===== src/hw/rtl/ntcpa_pkg.sv =====
// ----------------------------------------------------------------------------
// ntcpa_pkg
// Shared constants, status codes and the NTC resistance ROM for the
// thermistor and pressure conversion core.
// ----------------------------------------------------------------------------
package ntcpa_pkg;

  // Resistance numerator, 128000000 = 27 bits
  localparam int unsigned NUM_W = 27;
  localparam logic [NUM_W-1:0] RES_NUMERATOR = 27'd128000000;
  localparam int unsigned CNT_W = 5;

  localparam int unsigned ROM_W     = 15;
  localparam int unsigned ROM_IDX_W = 8;

  localparam logic [13:0] RES_REF_OHMS = 14'd10000;
  localparam logic [6:0]  PRES_MAX     = 7'd100;

  // range_status codes
  localparam logic [1:0] ST_IN_RANGE   = 2'd0;
  localparam logic [1:0] ST_CLAMP_LOW  = 2'd1;
  localparam logic [1:0] ST_CLAMP_HIGH = 2'd2;

  // Thermistor resistance in ohms at 0..100 C; unused entries read as zero.
  function automatic logic [ROM_W-1:0] ntc_rom(input logic [ROM_IDX_W-1:0] idx);
    logic [ROM_W-1:0] v;
    case (idx)
      8'd0: v = 15'd32754;   8'd1: v = 15'd31124;   8'd2: v = 15'd29584;
      8'd3: v = 15'd28130;   8'd4: v = 15'd26755;   8'd5: v = 15'd25456;
      8'd6: v = 15'd24227;   8'd7: v = 15'd23065;   8'd8: v = 15'd21965;
      8'd9: v = 15'd20923;   8'd10: v = 15'd19938;  8'd11: v = 15'd19004;
      8'd12: v = 15'd18119;  8'd13: v = 15'd17280;  8'd14: v = 15'd16485;
      8'd15: v = 15'd15731;  8'd16: v = 15'd15016;  8'd17: v = 15'd14337;
      8'd18: v = 15'd13693;  8'd19: v = 15'd13081;  8'd20: v = 15'd12500;
      8'd21: v = 15'd11948;  8'd22: v = 15'd11423;  8'd23: v = 15'd10925;
      8'd24: v = 15'd10451;  8'd25: v = 15'd10000;  8'd26: v = 15'd9570;
      8'd27: v = 15'd9162;   8'd28: v = 15'd8773;   8'd29: v = 15'd8403;
      8'd30: v = 15'd8051;   8'd31: v = 15'd7715;   8'd32: v = 15'd7395;
      8'd33: v = 15'd7090;   8'd34: v = 15'd6799;   8'd35: v = 15'd6522;
      8'd36: v = 15'd6257;   8'd37: v = 15'd6005;   8'd38: v = 15'd5764;
      8'd39: v = 15'd5534;   8'd40: v = 15'd5314;   8'd41: v = 15'd5104;
      8'd42: v = 15'd4904;   8'd43: v = 15'd4713;   8'd44: v = 15'd4530;
      8'd45: v = 15'd4355;   8'd46: v = 15'd4187;   8'd47: v = 15'd4027;
      8'd48: v = 15'd3874;   8'd49: v = 15'd3728;   8'd50: v = 15'd3588;
      8'd51: v = 15'd3454;   8'd52: v = 15'd3325;   8'd53: v = 15'd3202;
      8'd54: v = 15'd3084;   8'd55: v = 15'd2971;   8'd56: v = 15'd2863;
      8'd57: v = 15'd2759;   8'd58: v = 15'd2660;   8'd59: v = 15'd2564;
      8'd60: v = 15'd2473;   8'd61: v = 15'd2385;   8'd62: v = 15'd2301;
      8'd63: v = 15'd2220;   8'd64: v = 15'd2143;   8'd65: v = 15'd2068;
      8'd66: v = 15'd1997;   8'd67: v = 15'd1928;   8'd68: v = 15'd1862;
      8'd69: v = 15'd1798;   8'd70: v = 15'd1738;   8'd71: v = 15'd1679;
      8'd72: v = 15'd1623;   8'd73: v = 15'd1568;   8'd74: v = 15'd1516;
      8'd75: v = 15'd1466;   8'd76: v = 15'd1418;   8'd77: v = 15'd1372;
      8'd78: v = 15'd1327;   8'd79: v = 15'd1284;   8'd80: v = 15'd1243;
      8'd81: v = 15'd1203;   8'd82: v = 15'd1164;   8'd83: v = 15'd1127;
      8'd84: v = 15'd1092;   8'd85: v = 15'd1058;   8'd86: v = 15'd1024;
      8'd87: v = 15'd993;    8'd88: v = 15'd962;    8'd89: v = 15'd932;
      8'd90: v = 15'd904;    8'd91: v = 15'd876;    8'd92: v = 15'd849;
      8'd93: v = 15'd824;    8'd94: v = 15'd799;    8'd95: v = 15'd775;
      8'd96: v = 15'd752;    8'd97: v = 15'd730;    8'd98: v = 15'd708;
      8'd99: v = 15'd687;    8'd100: v = 15'd667;
      default: v = '0;
    endcase
    return v;
  endfunction

endpackage


===== src/hw/rtl/ntc_and_pressure_adc_conversion_core.sv =====
// ----------------------------------------------------------------------------
// ntc_and_pressure_adc_conversion_core
// Converts a thermistor ADC sample to whole degrees C through a resistance
// ROM, and a pressure ADC sample to percent of full scale.
// ----------------------------------------------------------------------------
// Sequence: accept, then 27 divider steps, subtract, classify, up to
//   ceil(log2(TABLE_ENTRIES-1)) search steps (7 at 101 entries) plus a final
//   one, finish. Clamped readings leave after subtract or classify, and a
//   zero temperature sample goes straight from accept to finish.
// Flow: one item at a time; in_ready returns in the same cycle as out_valid,
//   and a finished result waits in the finish state while the previous
//   result is still waiting for out_ready.
// Reset: synchronous, active low; returns to idle and drops out_valid.
// ----------------------------------------------------------------------------
module ntc_and_pressure_adc_conversion_core #(
  parameter int unsigned TABLE_ENTRIES = 101,
  parameter int unsigned SAMPLE_BITS   = 12
) (
  input  logic                   clk,
  input  logic                   rst_n,
  input  logic                   in_valid,
  output logic                   in_ready,
  input  logic [SAMPLE_BITS-1:0] in_temp_sample,
  input  logic [SAMPLE_BITS-1:0] in_pressure_sample,
  output logic                   out_valid,
  input  logic                   out_ready,
  output logic [6:0]             out_temperature_c,
  output logic [1:0]             out_range_status,
  output logic [6:0]             out_pressure_percent
);
  import ntcpa_pkg::*;

  // divisor 3*sample, pressure sum 3*sample+64
  localparam int unsigned DV_W  = SAMPLE_BITS + 2;
  localparam int unsigned PQ_W  = SAMPLE_BITS - 5;
  localparam int unsigned IDX_W = (TABLE_ENTRIES > 2) ? $clog2(TABLE_ENTRIES) : 1;
  localparam logic [IDX_W-1:0] LAST_IDX = IDX_W'(TABLE_ENTRIES - 1);
  localparam logic [6:0]       LAST_DEG = 7'(TABLE_ENTRIES - 1);

  typedef enum logic [2:0] {
    S_IDLE, S_DIV, S_SUB, S_CLASS, S_SEARCH, S_FIN
  } state_t;

  state_t           state_r, state_nxt;
  logic [DV_W-1:0]  dv_r, dv_nxt;        // divisor
  logic [DV_W-1:0]  rem_r, rem_nxt;      // partial remainder
  logic [NUM_W-1:0] qd_r, qd_nxt;        // dividend in, quotient out
  logic [CNT_W-1:0] cnt_r, cnt_nxt;
  logic [NUM_W-1:0] res_r, res_nxt;      // resistance above 10k reference
  logic [IDX_W-1:0] lo_r, lo_nxt, hi_r, hi_nxt;
  logic [6:0]       deg_r, deg_nxt;
  logic [1:0]       stat_r, stat_nxt;
  logic [6:0]       pres_r, pres_nxt;
  logic             out_valid_r, out_valid_nxt;
  logic [6:0]       out_temp_r, out_temp_nxt;
  logic [1:0]       out_stat_r, out_stat_nxt;
  logic [6:0]       out_pres_r, out_pres_nxt;

  logic [DV_W:0]    trial;
  logic [NUM_W:0]   diff;
  logic [DV_W-1:0]  pres_sum;
  logic [PQ_W-1:0]  pres_q;
  logic [IDX_W-1:0] span, mid;
  logic [NUM_W-1:0] rom_first, rom_last, rom_mid;

  assign in_ready             = (state_r == S_IDLE);
  assign out_valid            = out_valid_r;
  assign out_temperature_c    = out_temp_r;
  assign out_range_status     = out_stat_r;
  assign out_pressure_percent = out_pres_r;

  // Pressure: floor((3*s + 64) / 128), saturated at full scale
  assign pres_sum = ({2'b00, in_pressure_sample} << 1) + {2'b00, in_pressure_sample}
                    + DV_W'(64);
  assign pres_q   = pres_sum[DV_W-1:7];

  // restoring division step: bring down the next dividend bit
  assign trial = {rem_r, qd_r[NUM_W-1]};
  assign diff  = {1'b0, qd_r} - (NUM_W+1)'(RES_REF_OHMS);

  assign span      = hi_r - lo_r;
  assign mid       = lo_r + (span >> 1);
  assign rom_first = NUM_W'(ntc_rom(ROM_IDX_W'(0)));
  assign rom_last  = NUM_W'(ntc_rom(ROM_IDX_W'(TABLE_ENTRIES - 1)));
  assign rom_mid   = NUM_W'(ntc_rom(ROM_IDX_W'(mid)));

  always_comb begin
    state_nxt     = state_r;
    dv_nxt        = dv_r;
    rem_nxt       = rem_r;
    qd_nxt        = qd_r;
    cnt_nxt       = cnt_r;
    res_nxt       = res_r;
    lo_nxt        = lo_r;
    hi_nxt        = hi_r;
    deg_nxt       = deg_r;
    stat_nxt      = stat_r;
    pres_nxt      = pres_r;
    out_temp_nxt  = out_temp_r;
    out_stat_nxt  = out_stat_r;
    out_pres_nxt  = out_pres_r;
    out_valid_nxt = out_valid_r;
    if (out_valid_r && out_ready) begin
      out_valid_nxt = 1'b0;
    end

    case (state_r)
      S_IDLE: begin
        if (in_valid) begin
          dv_nxt  = ({2'b00, in_temp_sample} << 1) + {2'b00, in_temp_sample};
          rem_nxt = '0;
          qd_nxt  = RES_NUMERATOR;
          cnt_nxt = CNT_W'(NUM_W - 1);
          if (32'(pres_q) > 32'(PRES_MAX)) begin
            pres_nxt = PRES_MAX;
          end else begin
            pres_nxt = 7'(pres_q);
          end
          if (in_temp_sample == '0) begin
            // no divider current: treat as open sensor, clamp low
            deg_nxt   = 7'd0;
            stat_nxt  = ST_CLAMP_LOW;
            state_nxt = S_FIN;
          end else begin
            state_nxt = S_DIV;
          end
        end
      end
      S_DIV: begin
        if (trial >= {1'b0, dv_r}) begin
          rem_nxt = DV_W'(trial - {1'b0, dv_r});
          qd_nxt  = {qd_r[NUM_W-2:0], 1'b1};
        end else begin
          rem_nxt = trial[DV_W-1:0];
          qd_nxt  = {qd_r[NUM_W-2:0], 1'b0};
        end
        cnt_nxt = cnt_r - CNT_W'(1);
        if (cnt_r == '0) begin
          state_nxt = S_SUB;
        end
      end
      S_SUB: begin
        // quotient below the series reference: clamp hot
        if (diff[NUM_W]) begin
          deg_nxt   = LAST_DEG;
          stat_nxt  = ST_CLAMP_HIGH;
          state_nxt = S_FIN;
        end else begin
          res_nxt   = diff[NUM_W-1:0];
          state_nxt = S_CLASS;
        end
      end
      S_CLASS: begin
        if (res_r > rom_first) begin
          deg_nxt   = 7'd0;
          stat_nxt  = ST_CLAMP_LOW;
          state_nxt = S_FIN;
        end else if (res_r == rom_first) begin
          deg_nxt   = 7'd0;
          stat_nxt  = ST_IN_RANGE;
          state_nxt = S_FIN;
        end else if (res_r < rom_last) begin
          deg_nxt   = LAST_DEG;
          stat_nxt  = ST_CLAMP_HIGH;
          state_nxt = S_FIN;
        end else begin
          lo_nxt    = '0;
          hi_nxt    = LAST_IDX;
          state_nxt = S_SEARCH;
        end
      end
      S_SEARCH: begin
        // invariant: rom[lo] > R >= rom[hi]; table falls monotonically
        if (span > IDX_W'(1)) begin
          if (rom_mid <= res_r) begin
            hi_nxt = mid;
          end else begin
            lo_nxt = mid;
          end
        end else begin
          deg_nxt   = 7'(hi_r);
          stat_nxt  = ST_IN_RANGE;
          state_nxt = S_FIN;
        end
      end
      S_FIN: begin
        if (!out_valid_r || out_ready) begin
          out_temp_nxt  = deg_r;
          out_stat_nxt  = stat_r;
          out_pres_nxt  = pres_r;
          out_valid_nxt = 1'b1;
          state_nxt     = S_IDLE;
        end
      end
      default: begin
        state_nxt = S_IDLE;
      end
    endcase
  end

  always_ff @(posedge clk) begin
    if (!rst_n) begin
      state_r     <= S_IDLE;
      out_valid_r <= 1'b0;
    end else begin
      state_r     <= state_nxt;
      out_valid_r <= out_valid_nxt;
      dv_r        <= dv_nxt;
      rem_r       <= rem_nxt;
      qd_r        <= qd_nxt;
      cnt_r       <= cnt_nxt;
      res_r       <= res_nxt;
      lo_r        <= lo_nxt;
      hi_r        <= hi_nxt;
      deg_r       <= deg_nxt;
      stat_r      <= stat_nxt;
      pres_r      <= pres_nxt;
      out_temp_r  <= out_temp_nxt;
      out_stat_r  <= out_stat_nxt;
      out_pres_r  <= out_pres_nxt;
    end
  end

endmodule


===== config.mk =====
export PLATFORM = sky130hd
export DESIGN_NAME = ntc_and_pressure_adc_conversion_core
export DESIGN_NICKNAME = d
export VERILOG_FILES = /design/src/hw/rtl/ntcpa_pkg.sv /design/src/hw/rtl/ntc_and_pressure_adc_conversion_core.sv
export SDC_FILE = /design/constraint.sdc
export NUM_CORES = 1
export LEC_CHECK = 0
export BUFFER_PORTS_ARGS = -buffer_cell sky130_fd_sc_hd__buf_2
export CAP_MARGIN = 25
export CORE_ASPECT_RATIO = 0.7
export CORE_UTILIZATION = 55
export CTS_BUF_LIST = sky130_fd_sc_hd__clkbuf_4
export CTS_CLUSTER_SIZE = 28
export DETAILED_ROUTE_END_ITERATION = 7
export PLACE_DENSITY = 0.71
export SKIP_CTS_REPAIR_TIMING = 1
export SLEW_MARGIN = 20
export SYNTH_ARGS = -nofsm -noshare
export SYNTH_HDL_FRONTEND = slang
export SYNTH_SLANG_ARGS = --single-unit

===== constraint.sdc =====
create_clock -name clk -period 13.6 [get_ports clk]
set_clock_uncertainty 0.1 [all_clocks]
set_input_delay 1.36 -clock clk [delete_from_list [all_inputs] [get_ports clk]]
set_output_delay 1.36 -clock clk [all_outputs]
set_load 0.02 [all_outputs]

* After elaboration in Yosys (flattened, before gate mapping)
Memory sizes are Yosys's and may differ from the RTL's.
Cells that the tools add are included.
** Storage, ports and cells
- Bits of input ports :: 28
- Memories :: 1
- Output and inout port bits :: 18
- Register bits after elaboration :: 137
- Logic and storage cells :: 116
- Bits in read-only memories :: 1920
** Operators by class
- Add/sub/neg operators :: 8
- Reduce and logical (&&, ||, !) cells :: 17
- Equal/unequal tests :: 19
- $lt $le $gt $ge :: 6
- Bitwise operators :: 1
- Multiplexer cells :: 49
** Memory list
- (name not given) :: words 128, bits a word 15, rd ports 1, clocked after Yosys merged registers in 0, wr ports 0, line ntcpa_pkg.sv:27 : case (idx)
** Operators by type and width (number)
- two-way mux 7 bit :: 17
- case mux 27 bit (2 select lines) :: 1
- adder 13 x 12 -> 14 bit :: 2
- two-way mux 14 bit :: 2
- case mux 14 bit (2 select lines) :: 1
- case mux 7 bit (2 select lines) :: 2
- case mux 7 bit (4 select lines) :: 1
- subtractor 27 x 14 -> 28 bit, second input constant :: 1
- == test 27 x 15 -> 1 bit, second input constant :: 1
- greater-than comparator 27 x 15 -> 1 bit, second input constant :: 1
- less-or-equal comparator 15 x 27 -> 1 bit :: 1
- less-than comparator 27 x 10 -> 1 bit, second input constant :: 1
- two-way mux 27 bit :: 1
- inequality test 2 bit, second input constant :: 11
- AND reduction 7 bit :: 3
- two-way mux 3 bit :: 6
- case mux 3 bit (6 select lines) :: 1
- greater-or-equal comparator 15 x 14 -> 1 bit :: 1
- adder 14 x 7 -> 14 bit, second input constant :: 1
- two-way mux 2 bit :: 7
- subtractor 14 bit :: 1
- logical NOT 12 bit :: 1
- AND reduction 3 bit :: 4
- case mux 5 bit (2 select lines) :: 1
- 22 further kinds :: 31

* Longest topological paths before layout
Gate-level depths: netlist of the first run.
An unclocked memory read counts as a cell.
- Depth after elaboration :: 7
- Depth in mapped cells :: 27
- Gate-level depth less buffers :: 25

* Worst setup path after synthesis of the first run
No wires, ideal clock.
- Kind :: input -> register
- Start :: input port rst_n
- End :: register cnt_r[0] (enable)
- Path buffers :: 1
- Cell stages on the path :: 2
- Data arrival time :: 6.394 ns
- Slack :: 6.526 ns
- Library setup time :: 0.580 ns
- Data required time :: 12.920 ns
- Cell sequence :: clkbuf_1 > nor4b_1
** Between the ends
- Cells in the longest elaborated chain, start to end :: 1
** Ends and longest elaborated chain
- start: declaration :: line ntc_and_pressure_adc_conversion_core.sv:20 : input logic rst_n,
- AND reduction 3 bit (no source line)
- end signal: assignment :: line ntc_and_pressure_adc_conversion_core.sv:211 : cnt_r <= cnt_nxt;
- end: declaration :: line ntc_and_pressure_adc_conversion_core.sv:48 : logic [CNT_W-1:0] cnt_r, cnt_nxt;
Every way passes these cells.
A chain may end at the register's enable or synchronous reset.

* Final worst setup path of the first run
- Start :: register lo_r[1]
- End :: register hi_r[3] (enable)
** Between the ends
- Cells in the longest elaborated chain, start to end :: 6
- Elaborated cells between the ends (all ways) :: 8
- Those cells by class :: add/sub (2); order compare (2); eq/ne (2); reduce/logical (1); memory (1)
** Ends and longest elaborated chain
- start: declaration :: line ntc_and_pressure_adc_conversion_core.sv:50 : logic [IDX_W-1:0] lo_r, lo_nxt, hi_r, hi_nxt;
- start signal: assignment :: line ntc_and_pressure_adc_conversion_core.sv:213 : lo_r <= lo_nxt;
- subtractor 7 bit :: line ntc_and_pressure_adc_conversion_core.sv:81 : assign span = hi_r - lo_r;
- adder 7 x 6 -> 7 bit :: line ntc_and_pressure_adc_conversion_core.sv:82 : assign mid = lo_r + (span >> 1);
- memory (128 x 15 bit)
- less-or-equal comparator 15 x 27 -> 1 bit :: line ntc_and_pressure_adc_conversion_core.sv:175 : if (rom_mid <= res_r) begin
- inequality test 2 bit (no source line)
- AND reduction 7 bit (no source line) (*)
- end signal: assignment :: line ntc_and_pressure_adc_conversion_core.sv:214 : hi_r <= hi_nxt;
- end: declaration :: line ntc_and_pressure_adc_conversion_core.sv:50
Every way passes the cells marked *; elsewhere a longest branch is shown, timed or not.

==> impl_metrics.json, run 1 <==
{
  "routabilityCongestion": 1.05,
  "power_leakage_nw": 4.61,
  "fillers": 1630,
  "clk_path_buf_depth": 2,
  "ys_async_sr_fraction_pct": 0,
  "setup_tns_ns": 0,
  "grt_pass1_vias": 8036,
  "slowest_stage": "ha_1",
  "outcome": "finished clean",
  "timing.slew.headroom_pct": 36.6,
  "holdCritPathClass": "reg2reg",
  "power_density_mw_per_mm2": 118,
  "grt_max_degree": 48,
  "maxCapViolations": 0,
  "initial_utilization_pct": 56.2,
  "hold_violations": 0,
  "endpoint_kind": "register",
  "drtPass1Iterations": 6,
  "cts.htree.levels": 4,
  "via_count": 8930,
  "report.final.slew_viol_count": 0,
  "area_growth_pct": 6.67,
  "fin_ws_ns": 6.49,
  "clkSlewWorstSetupHoldPaths_ns": 0.14,
  "yosysTopAreaCell": "edfxtp_1",
  "antenna_found_initial": 0,
  "yosysMostFrequentCell": "edfxtp_1",
  "crit_type": "reg2reg",
  "ys_types": 84,
  "via_per_inst": 6.20,
  "ios": 46,
  "dieArea_mm2": 0.0200,
  "max_freq_mhz": 141,
  "tightest_slew_ns": 0.952,
  "avgSynthCellArea_um2": 9.29,
  "whs_ns": 0.330,
  "grt_first_pass_wirelength_um": 41500,
  "syn_area_mm2": 0.0107,
  "yosysTopAreaCellShare_pct": 37.4,
  "critical_path.top_delay_family": "compound AO/OA/AOI/OAI gates",
  "core-area_mm2": 0.0190,
  "first_iter_violations": 1324,
  "ys_ff_latch": 137,
  "die_height_um": 119,
  "antenna_cells": 0,
  "nets": 1292,
  "synth_seq_area_share_pct": 38.2,
  "cpPeakStageDelay_ns": 0.75,
  "num_rows": 42,
  "clock_latency_ns": 0.52,
  "fp.dieW_um": 168,
  "drt-total-wl_um": 25700,
  "crit_chain": "inv_1 -> ha_1 -> nor2b_1 -> o21a_1 -> o2111a_1 -> a311oi_1 -> inv_1 -> ha_1 -> o21ai_0 -> a2111oi_2 -> a211o_1 -> nand2_1 -> a2111oi_0 -> a211oi_1 -> ha_1 -> and4_1 -> nand3_1 -> nor4b_1 -> mux2i_1 -> o311a_1 -> nor3b_2",
  "tritoncts": "built",
  "portBuffers": 45,
  "setup_viol": 0,
  "cp.required_ns": 13.65,
  "fin_area_mm2": 0.0114,
  "synth_area_leaders": "edfxtp_1, ha_1, nor2_1, a21oi_1, nand2_1",
  "ant_nets": 0,
  "grt_setup_unrepaired": "no",
  "pre_cts_slack_ns": 6.34,
  "cts_root_buf": "clkbuf_4",
  "ys_warn_count": 0,
  "placed_cell_area_mm2": 0.0111,
  "synthFlopType": "edfxtp_1",
  "syn_inst": 1148,
  "grt.total_usage_pct": 26.1,
  "hpwl_um": 18600,
  "synth_common_cells": "edfxtp_1, nor2_1, ha_1, nand2_1, inv_1",
  "cpMostUsedCell": "ha_1",
  "path_max_fanout": 18,
  "path_buf_inv": 2,
  "wire_per_inst_um": 17.8,
  "numCtsBuffers": 17,
  "cts.sinks": 137,
  "period_minus_slack_ns": 7.11,
  "crit_arrival_ns": 7.16,
  "drive_gt1_share_pct": 10.3,
  "period_share_pct": 52.3,
  "ir_drop_uv": 73.8,
  "drc": 0,
  "syn_nets": 1277,
  "worst_setup_path_start_kind": "register",
  "synth_edf_count": 133,
  "grt-ovfl-total": 0
}
-- power by group --
| part | internal (mW) | total (mW) | leakage [nW] | switching, mW |
|---|---|---|---|---|
| Sequential | 0.555 | 0.597 | 1.25 | 0.0419 |
| Combinational | 0.183 | 0.475 | 3.20 | 0.292 |
| Clock | 0.0993 | 0.269 | 0.160 | 0.169 |
| Total | 0.838 | 1.34 | 4.61 | 0.503 |
-- area by class of cell --
type | count | area, um2 | area share, %
Clock buffer | 17 | 128 | 1.12
Clock inverter | 15 | 159 | 1.40
Inverter | 85 | 319 | 2.80
Multi-Input combinational cell | 863 | 6030 | 53.0
Sequential cell | 137 | 4070 | 35.8
Tap cell | 264 | 330 | 2.90
Timing Repair Buffer | 59 | 338 | 2.97
-- cell usage in the layout, fill, tap and decap left out, types with 24 or more instances in the layout --
| cell type | n |
|---|---|
| a211oi_1 | 24 |
| a21oi_1 | 77 |
| buf_2 | 45 |
| edfxtp_1 | 133 |
| ha_1 | 97 |
| inv_1 | 85 |
| nand2_1 | 95 |
| nand3_1 | 25 |
| nor2_1 | 104 |
| nor3_1 | 25 |
| o21ai_0 | 56 |
| xnor2_1 | 28 |
| xor2_1 | 25 |
-- stage by stage --
| stage | utilization, % | power (mW) | cells |
|---|---|---|---|
| floorplan | - | 0.957 | 1148 |
| global placement | 58.4 | 1.06 | 1407 |
| detailed placement | 58.5 | 1.07 | 1408 |
| CTS | 60.0 | 1.34 | 1440 |
| global route | 60.0 | 1.42 | 1440 |
| finish | 60.0 | 1.34 | 1440 |
-- registers in the layout (all words and copies together), names as in the netlist --
name,count
lo_r,7
cnt_r,5
qd_r,27
out_temperature_c,7
dv_r,14
hi_r,7
out_pressure_percent,7
rem_r,14
out_valid,1
deg_r,7
out_range_status,2
stat_r,2
pres_r,7
res_r,27
state_r,3
-- final timing paths --
kind	startpoint	to	slack, ns	depth (start not counted)
max	lo_r[1]	hi_r[3]	6.49	21
min reg2reg	pres_r[3]	out_pressure_percent[3]	0.33	0
min	pres_r[3]	out_pressure_percent[3]	0.33	0
max reg2reg	lo_r[1]	hi_r[3]	6.49	21
-- metal layers --
metal | track usage, % | vias up | wire (um)
li1 | - | 4277 | -
met1 | 39.6 | 4149 | 12600
met2 | 37.0 | 449 | 10400
met3 | 6.63 | 55 | 2370
met4 | 6.31 | 0 | 387
met5 | 0 | - | 0
-- cells by family after synthesis --
logic type,Yosys count,synth area share [%]
AOI/OAI and AO/OA,314,20.2
muxes,22,2.11
buffers and inverters,148,5.70
and+or+nand+nor,369,16.7
adders and majority gates,101,12.1
xor gates and xnor gates,57,4.93
DFF,137,38.2
-- worst reg2reg max path, cell delays in order (launching register included) --
cell,delay [ns]
edfxtp_1,0.43
inv_1,0.16
ha_1,0.25
nor2b_1,0.13
o21a_1,0.19
o2111a_1,0.24
a311oi_1,0.41
inv_1,0.09
ha_1,0.75
o21ai_0,0.29
a2111oi_2,0.47
a211o_1,0.53
nand2_1,0.25
a2111oi_0,0.60
a211oi_1,0.14
ha_1,0.33
and4_1,0.18
nand3_1,0.10
nor4b_1,0.30
mux2i_1,0.12
o311a_1,0.16
nor3b_2,0.54
Power figures use the tool's default switching activity.
==> run 2: changes to the inputs <==
--- a/config.mk
+++ b/config.mk
@@ -5,6 +5,7 @@
 export SDC_FILE = /design/constraint.sdc
 export NUM_CORES = 1
 export LEC_CHECK = 0
+export ABC_AREA = 1
 export BUFFER_PORTS_ARGS = -buffer_cell sky130_fd_sc_hd__buf_2
 export CAP_MARGIN = 25
 export CORE_ASPECT_RATIO = 0.7
==> constraint.sdc (replaced) <==
create_clock -name clk -period 7.2 [get_ports clk]
set_clock_uncertainty 0.1 [all_clocks]
set_input_delay 0.72 -clock clk [delete_from_list [all_inputs] [get_ports clk]]
set_output_delay 0.72 -clock clk [all_outputs]
set_load 0.02 [all_outputs]
==> run 2 against run 1 <==
  * Final area increased by 1.4%
  * Utilization rose by 0.49 points
  * Via count up 7.0%
  * Area after synthesis rose by 1.6%
  * Wire length grew 4.3%
  * First-iteration DRC count decreased by 23%
  * Setup slack worse by 5.3 ns
  * Global-route usage increased by 0.94 points
  * Sequential share of layout area shrank 0.49 points
  * Clock-buffer cell count unchanged
  * Non-clock buffer count is 3 lower
  * Highest routed layer unchanged
==> impl_metrics.json, run 2 <==
{
  "outcome": "finished clean",
  "tritoncts": "built",
  "grt_pass1_vias": 8639,
  "portBuffers": 45,
  "nets": 1607,
  "grt_use_met1_pct": 42.1,
  "final_cell_mix": "nand2_1, inv_1, nand3_1, nor2_1, edfxtp_1",
  "multi_input_area_mm2": 0.00571,
  "power_leakage_nw": 5.54,
  "syn_area_mm2": 0.0108,
  "ys_async_sr_fraction_pct": 0,
  "r2r_cells": 28,
  "hold_violations": 0,
  "antenna_found_initial": 0,
  "drtPass1Iterations": 6,
  "crit_type": "reg2reg",
  "initial_utilization_pct": 56.8,
  "area_growth_pct": 6.48,
  "totalPowerFinal_mw": 3.77,
  "holdCritPathClass": "in2reg",
  "power_density_mw_per_mm2": 327,
  "hpwl_um": 20300,
  "synthFlopType": "edfxtp_1",
  "largestRegisters": "qd_r (27), res_r (27)",
  "drt-total-wl_um": 26800,
  "path_max_fanout": 14,
  "instances_no_fill": 1755,
  "syn_nets": 1567,
  "num_rows": 42,
  "via_per_inst": 5.45,
  "met3_usage_pct": 6.88,
  "cts.sinks": 137,
  "grt_setup_unrepaired": "no",
  "use_met2_pct": 36.8,
  "worstHoldStart": "in_temp_sample[0]",
  "routabilityCongestion": 1.03,
  "timing.slew.headroom_pct": 45.7,
  "min_path_cells": 1,
  "dp.cells": 1723,
  "ant_nets": 0,
  "ios": 46,
  "setup_viol": 0,
  "gr-max-usage-layer": "met1",
  "fin_util_pct": 60.5,
  "synth_area_leaders": "edfxtp_1, nand2_1, ha_1, inv_1, nand3_1",
  "antenna_cells": 0,
  "r2r-start": "hi_r[0]",
  "dieArea_mm2": 0.0203,
  "cts_root_buf": "clkbuf_4",
  "yosysTopAreaCell": "edfxtp_1",
  "cpPeakStageDelay_ns": 0.93,
  "drive_gt1_share_pct": 8.38,
  "ys_types": 47,
  "clock_latency_ns": 0.54,
  "clk_path_buf_depth": 2,
  "synth_edf_count": 133,
  "synth_common_cells": "nand2_1, inv_1, nand3_1, nor2_1, edfxtp_1",
  "yosysTopAreaCellShare_pct": 36.9,
  "first_iter_violations": 1013,
  "period_minus_slack_ns": 6.06,
  "clkSlewWorstSetupHoldPaths_ns": 0.13,
  "fp.dieW_um": 170,
  "core-area_mm2": 0.0191,
  "drc": 0,
  "fillers": 1763,
  "mostFrequentLayoutCell": "nand2_1",
  "tightest_slew_ns": 0.812,
  "avgSynthCellArea_um2": 7.54,
  "report.final.slew_viol_count": 0,
  "ys_warn_count": 0,
  "max_freq_mhz": 165,
  "reg2reg_slack_ns": 1.14,
  "ys_ff_latch": 137,
  "synth_seq_area_share_pct": 37.6,
  "grt_max_degree": 56,
  "whs_ns": 0.298,
  "cts.htree.levels": 4,
  "wire_per_inst_um": 15.3,
  "endpoint_kind": "register",
  "period_share_pct": 84.1,
  "setup_tns_ns": 0,
  "worst_setup_path_start_kind": "register",
  "syn_inst": 1438,
  "slowest_stage": "fa_1",
  "grt_first_pass_wirelength_um": 43200,
  "crit_arrival_ns": 6.14,
  "grt.total_usage_pct": 27.1,
  "via_count": 9558,
  "numCtsBuffers": 17,
  "cp.required_ns": 7.29,
  "maxCapViolations": 0,
  "yosysMostFrequentCell": "nand2_1",
  "min_to": "dv_r[0]",
  "worstReg2RegEnd": "hi_r[1]",
  "regArea_mm2": 0.00407,
  "grt-ovfl-total": 0,
  "die_height_um": 119,
  "ir_drop_uv": 179
}
-- run 2: cell types whose count changed after synthesis, sizes merged, moves of 13 or more --
cell    change
a211oi     -25
a21o       -13
a21oi      -15
a31oi      -16
and2       -22
clkbuf     -28
inv       +139
mux2i      -18
nand2     +270
nand2b     -22
nand3     +129
nor2       +47
o21ai      +18
xnor2      -22
-- run 2: cells by family (layout without fill, tap and decap cells) --
| kind of cell | after synthesis | in the layout | share of synthesized area, % |
|---|---|---|---|
| fa+ha+maj | 101 | 101 | 11.9 |
| flops | 137 | 137 | 37.6 |
| buf+inv | 260 | 313 | 9.78 |
| xor+xnor | 39 | 39 | 3.15 |
| compound gates | 167 | 167 | 8.41 |
| simple gates | 734 | 734 | 29.1 |
-- run 2: where the power goes --
group | total, mW | internal, mW | switching, mW
clock network | 0.491 | 0.177 | 0.314
registers | 1.21 | 1.13 | 0.0873
logic | 2.06 | 0.634 | 1.43
total | 3.77 | 1.94 | 1.83
-- run 2: critical path, delay by kind of cell, from the launching register on --
family / cells / cell delay [ns]
AO/OA/AOI/OAI: 3 / 0.41
AND/OR/NAND/NOR: 13 / 1.65
flip-flops: 1 / 0.38
buffers and inverters: 6 / 0.61
adder cells (fa/ha/maj): 6 / 2.54
-- run 2: layout make-up --
class,instances,area share (%)
multi-input combinational,1041,49.5
clock buffer,17,1.11
tap,264,2.86
timing repair buffer,56,2.67
inverter,225,7.32
sequential,137,35.3
clock inverter,15,1.20
-- run 2: through the flow --
step / instance area, um2 / setup slack (ns)
after floorplan: 10800 / 2.19
after global routing: 11500 / 0.656
final: 11500 / 1.14
after detailed placement: 11300 / 1.21
after global placement: 11300 / 1.33
after CTS: 11500 / 1.16
-- run 2: routing by layer --
metal / wire length (um) / vias up
li1: - / 4821
met3: 2540 / 34
met2: 10400 / 381
met5: 0 / -
met1: 13400 / 4322
met4: 369 / 0
-- run 2: worst max-delay path by stage --
stage	start	endpoint	slack (ns)	cells after the start
after floorplan	hi_r[0]	lo_r[0]	2.19	28
after global placement	hi_r[0]	lo_r[0]	1.33	26
after detailed placement	hi_r[0]	lo_r[0]	1.21	26
after CTS	hi_r[0]	lo_r[3]	1.16	26
after global routing	hi_r[0]	lo_r[3]	0.66	26
final	hi_r[0]	hi_r[1]	1.14	28
